[src/rtl/core/gses_pkg.sv]
// Package for the greedy spaced edit selector.
// Item types, store entry types, sizes and constants; no dependencies.
package gses_pkg;

    localparam int MAX_EDITS = 64;
    localparam int IDX_W = $clog2(MAX_EDITS);
    localparam int CNT_W = $clog2(MAX_EDITS + 1);

    localparam logic [23:0] POS_MAX = 24'hFFFFFF;
    localparam logic [13:0] BASES_MAX = 14'h3FFF;
    localparam logic [7:0] GUARD_RESET = 8'd10;

    // one loaded edit
    typedef struct packed {
        logic [23:0]        edit_start;
        logic [7:0]         original_length;
        logic [7:0]         replacement_length;
        logic signed [31:0] edit_score;
        logic               final_edit;
    } edit_item_t;

    // one result
    typedef struct packed {
        logic               entry_valid;
        logic               was_kept;
        logic [23:0]        adjusted_start;
        logic [7:0]         out_original_length;
        logic [7:0]         out_replacement_length;
        logic signed [31:0] out_score;
        logic [13:0]        bases_changed;
        logic               final_result;
    } result_item_t;

    // store entry, load order
    typedef struct packed {
        logic [23:0]        start;
        logic [7:0]         olen;
        logic [7:0]         rlen;
        logic signed [31:0] score;
    } edit_entry_t;

    // work entry, sorted order
    typedef struct packed {
        edit_entry_t edit;
        logic        deferred;
    } work_entry_t;

endpackage

[src/rtl/core/gses_work_mem.sv]
// Sorted work store: start, lengths, score and deferred mark per rank.
// Depends on gses_pkg.
module gses_work_mem
    import gses_pkg::*;
(
    input  logic              clk,
    input  logic              wr_en,
    input  logic [IDX_W-1:0]  wr_addr,
    input  work_entry_t       wr_data,
    input  logic [IDX_W-1:0]  rd_addr,
    output work_entry_t       rd_data
);

    work_entry_t mem [MAX_EDITS];

    // write port
    always_ff @(posedge clk)
    begin
        if (wr_en)
        begin
            mem[wr_addr] <= wr_data;
        end
    end

    // registered read
    always_ff @(posedge clk)
    begin
        rd_data <= mem[rd_addr];
    end

endmodule

[config.mk]
export PLATFORM = sky130hd
export DESIGN_NAME = gses_work_mem
export DESIGN_NICKNAME = d
export VERILOG_FILES = /design/src/rtl/core/gses_pkg.sv /design/src/rtl/core/gses_work_mem.sv
export SDC_FILE = /design/constraint.sdc
export NUM_CORES = 2
export LEC_CHECK = 0
export BUFFER_PORTS_ARGS = -buffer_cell sky130_fd_sc_hd__buf_4
export CORE_MARGIN = 5
export CORE_UTILIZATION = 35
export DETAILED_ROUTE_END_ITERATION = 7
export HOLD_SLACK_MARGIN = 0.1
export MAX_ROUTING_LAYER = met4
export PLACE_DENSITY_LB_ADDON = 0.12
export SYNTH_ARGS = -nofsm -noshare
export SYNTH_HDL_FRONTEND = slang
export SYNTH_MEMORY_MAX_BITS = 65536
export SYNTH_SLANG_ARGS = --single-unit
[constraint.sdc]
create_clock -name clk -period 13.2 [get_ports clk]
set_input_delay 0.66 -clock clk [delete_from_list [all_inputs] [get_ports clk]]
set_output_delay 0.66 -clock clk [all_outputs]
set_load 0.1 [all_outputs]
==> metrics.log <==
[metrics] final setup margin: 8813 ps
[metrics] Leak: between 60 and 70 nW
[metrics] net count after synthesis: 7672
[metrics] # DRC: 0
[metrics] Top Ports: 160
[metrics] ratio of routed vias to standard cells: 5.766
[metrics] Yosys cell types: 39
[metrics] total clock sinks: 4745
[metrics] top post-synthesis cells by area: edfxtp_1 (79%), mux4_2 (14%), o22ai_1 (1.4%), dfxtp_1 (0.82%), mux2i_1 (0.76%)
[metrics] # setup viols final: 0
[metrics] Warnings, synthesis: 0
[metrics] internal reg-to-reg setup slack: 10980 ps
[metrics] accumulated negative setup slack: 0 ps
[metrics] maximum clock insertion buffer count: 4
[metrics] Worst-Margin Slew: 1388 ps
[metrics] clock latency reported for the late side of the worst-skew pair: 1050 ps
[metrics] Sequential cell area: around 0.14 mm²
[metrics] f_max: 227.9 MHz
[metrics] nature of the critical path endpoint: register
[metrics] number of design-rule violations left by the first detailed-router iteration: about 11000
[metrics] TritonCTS clock tree: built
[metrics] power density over cell area: 159.4 mW/mm²
[metrics] maximum VDD drop: roughly 0.12 mV
[metrics] endpoint arrival time on the critical path: ~5400 ps
[metrics] count of final max-slew check failures: 0
[metrics] count of hold-fix buffers inserted at cts: between 40 and 50
[metrics] multi-input gate area in the final layout: 0.03426 mm²
[metrics] R2R cell count: 5
[metrics] peak fanout along the critical path: 100
[metrics] register bit total from synthesis: 4745
[metrics] Antenna Violating Nets Remaining: 0
[metrics] leading cell type in the layout, fill and taps excluded: edfxtp_1
[metrics] Slew headroom: approximately 7.5%
[metrics] proportion of register bits with asynchronous set or reset after synthesis: 0%
[metrics] Final Util: 40.50%
[metrics] routed vias: 88110
[metrics] HPWL after detailed placement: 309.3 mm
[metrics] die area: 0.5216 mm²
[metrics] time the final worst path needs with I/O delays and setup: about 4400 ps
[metrics] worst flop-to-flop path endpoint: rd_data[1]
[metrics] worst hold path stage count: 1
[metrics] startpoint kind of the worst setup timing path: input port
[metrics] number of maximum-capacitance violations: 0
[metrics] average wire per standard cell: 38.23 µm
[metrics] end of the worst hold path: mem[6][41]
[metrics] startpoint of the lowest-slack register-to-register path: mem[37][1]
[metrics] initial standard-cell utilization of the core: 35.12%
[metrics] most used flip-flop cell after synthesis: edfxtp_1
[metrics] DP Cell Count: 14270
[metrics] area share of the largest cell type after synthesis: 79.02%
[metrics] Post-Route WL: 584.2 mm
[metrics] Hold Violations, Final: 0
[metrics] worst clock skew: roughly 48 ps
[metrics] overall power consumption: 0.03264 W
[metrics] Layout area overhead: 15.33%
[metrics] fraction of layout instances using a drive strength above 1: a little over a quarter
[metrics] classification of the worst-slack hold path: in -> reg
[metrics] number of antenna violations at the first check in global routing: 57
[metrics] category of the most critical setup path: in -> reg
[metrics] Die Y: about 720 µm
[metrics] area of the mapped netlist: around 0.18 mm²
[metrics] clock-pin slew reported for the worst setup and hold paths after clock tree synthesis: ~60 ps
[metrics] RSZ-0062 raised after global routing: no
[metrics] Max H-tree Level: 6
[metrics] Seq/Total Area, Yosys: 79.84%
[metrics] Global Route Usage Sum: a little under a quarter
[metrics] number of nets in the layout: approximately 8000
[metrics] IO Port Bufs: between 150 and 200
[metrics] buffer type at the clock tree root: clkbuf_16
[metrics] number of fill cells: 44400
[metrics] maximum number of pins on one net before global-route repair: 111
[metrics] global-route wire length before repair: 791.5 mm
[metrics] via count of the first global-routing pass: 89040
[metrics] total core area: 0.5055 mm²
[metrics] weighted congestion at the end of routability-driven global placement: 0.7545
[metrics] num rows: 261
[metrics] number of enable flip-flop cells after synthesis: ~4700
[metrics] commonest cells after routing, fill and taps aside: edfxtp_1 (4672), mux4_2 (1109), clkbuf_16 (546)
[metrics] Die Width: around 720 µm
[metrics] largest area contributor in the synthesized netlist: edfxtp_1
[metrics] number of cells in the finished layout apart from fillers: approximately 15000
[metrics] gate count of the mapped netlist: 7585
[metrics] post-cts gate resize count: 0
[metrics] number of buffers added by the clock tree synthesis step: 526
[metrics] startpoint of the lowest-slack hold path: wr_data[41]
[metrics] critical path data required time: 14190 ps
[metrics] mean post-synth cell area: approximately 23 µm²
[metrics] First-pass DRT Iterations: 5
[metrics] global route total overflow: 0
[metrics] post-CTS setup buffer count: 0
[metrics] run status: completed
[metrics] worst setup slack after placement: between 7000 and 8000 ps
[metrics] period utilization: 33.24%
flip-flops by register name, indices dropped and copies added, names as in the netlist:
register,cells
mem,4672
rd_data,73
logic make-up (layout without fill, tap and decap cells):
family	Yosys count	in the layout	share of synthesized area, %
AOI/OAI and AO/OA	717	717	2.784
buffers and inverters	440	1409	1.252
DFF	4745	4745	79.84
muxes	1246	1246	14.84
other	0	20	0
and+or+nand+nor	437	437	1.278
synthesized netlist by cell type, drive strengths merged (2+ instances only):
master,n
o21ai,15
o22ai,385
nor2,89
mux2,2
nand2,31
a211oi,114
nor3,106
nor4,59
clkbuf,214
buf,225
nand3,35
mux2i,135
a21oi,19
o22a,59
a22oi,69
mux4,1109
dfxtp,73
nand2b,9
or2,6
o211a,13
a31oi,14
nand3b,2
o221ai,27
and2,3
nand4,2
nor2b,91
edfxtp,4672
metrics by stage:
step | area, µm² | hold slack, ps
floorplan | 177500 | 693.7
global route | 204700 | 156.9
detailed placement | 187900 | 771.4
CTS | 204700 | 100.2
finish | 204800 | 155.8
global placement | 187900 | 772.8
worst max-delay path: stages:
cell	delay (ps)
buf_8	380
buf_4	460
buf_4	610
buf_12	540
buf_4	870
mux4_2	360
o22ai_1	100
nor4_1	800
o22a_1	220
metal layers:
layer	up-vias	part of all wire, %	GRT usage (%)
met3	725	6.2	3.165
met1	49920	44	31.78
met5	-	0	-
li1	34030	-	-
met2	3437	48	35.89
met4	0	2.0	4.557
how the worst max path moves through the flow:
stage	start	end	slack, ps	depth (start not counted)
2_1_floorplan	wr_addr[3]	mem[48][0]	6500	4
3_3_place_gp	rd_addr[1]	rd_data[31]	7940	9
3_5_place_dp	rd_addr[1]	rd_data[31]	7890	9
4_1_cts	rd_addr[1]	rd_data[31]	9040	9
5_1_grt	rd_addr[0]	rd_data[1]	8850	8
6_report	rd_addr[1]	rd_data[31]	8810	9
where the power goes:
part | switching (W) | total [W] | internal [W] | leakage (nW)
Clock | 0.00599 | 0.0141 | 0.00813 | 7.96
Combinational | 0.00119 | 0.00172 | 0.000534 | 12.2
Sequential | 0.000104 | 0.0168 | 0.0167 | 42.6
layout make-up:
| cell class | instances | area share [%] |
|---|---|---|
| timing repair buffer | 463 | 1.908 |
| clock inverter | 227 | 0.9466 |
| inverter | 1 | 0.002444 |
| tap | 6706 | 4.098 |
| clock buffer | 718 | 7.057 |
| sequential | 4745 | 69.23 |
| antenna | 20 | 0.02444 |
| multi-input combinational | 2400 | 16.73 |
(Power assumes the default switching activity.)
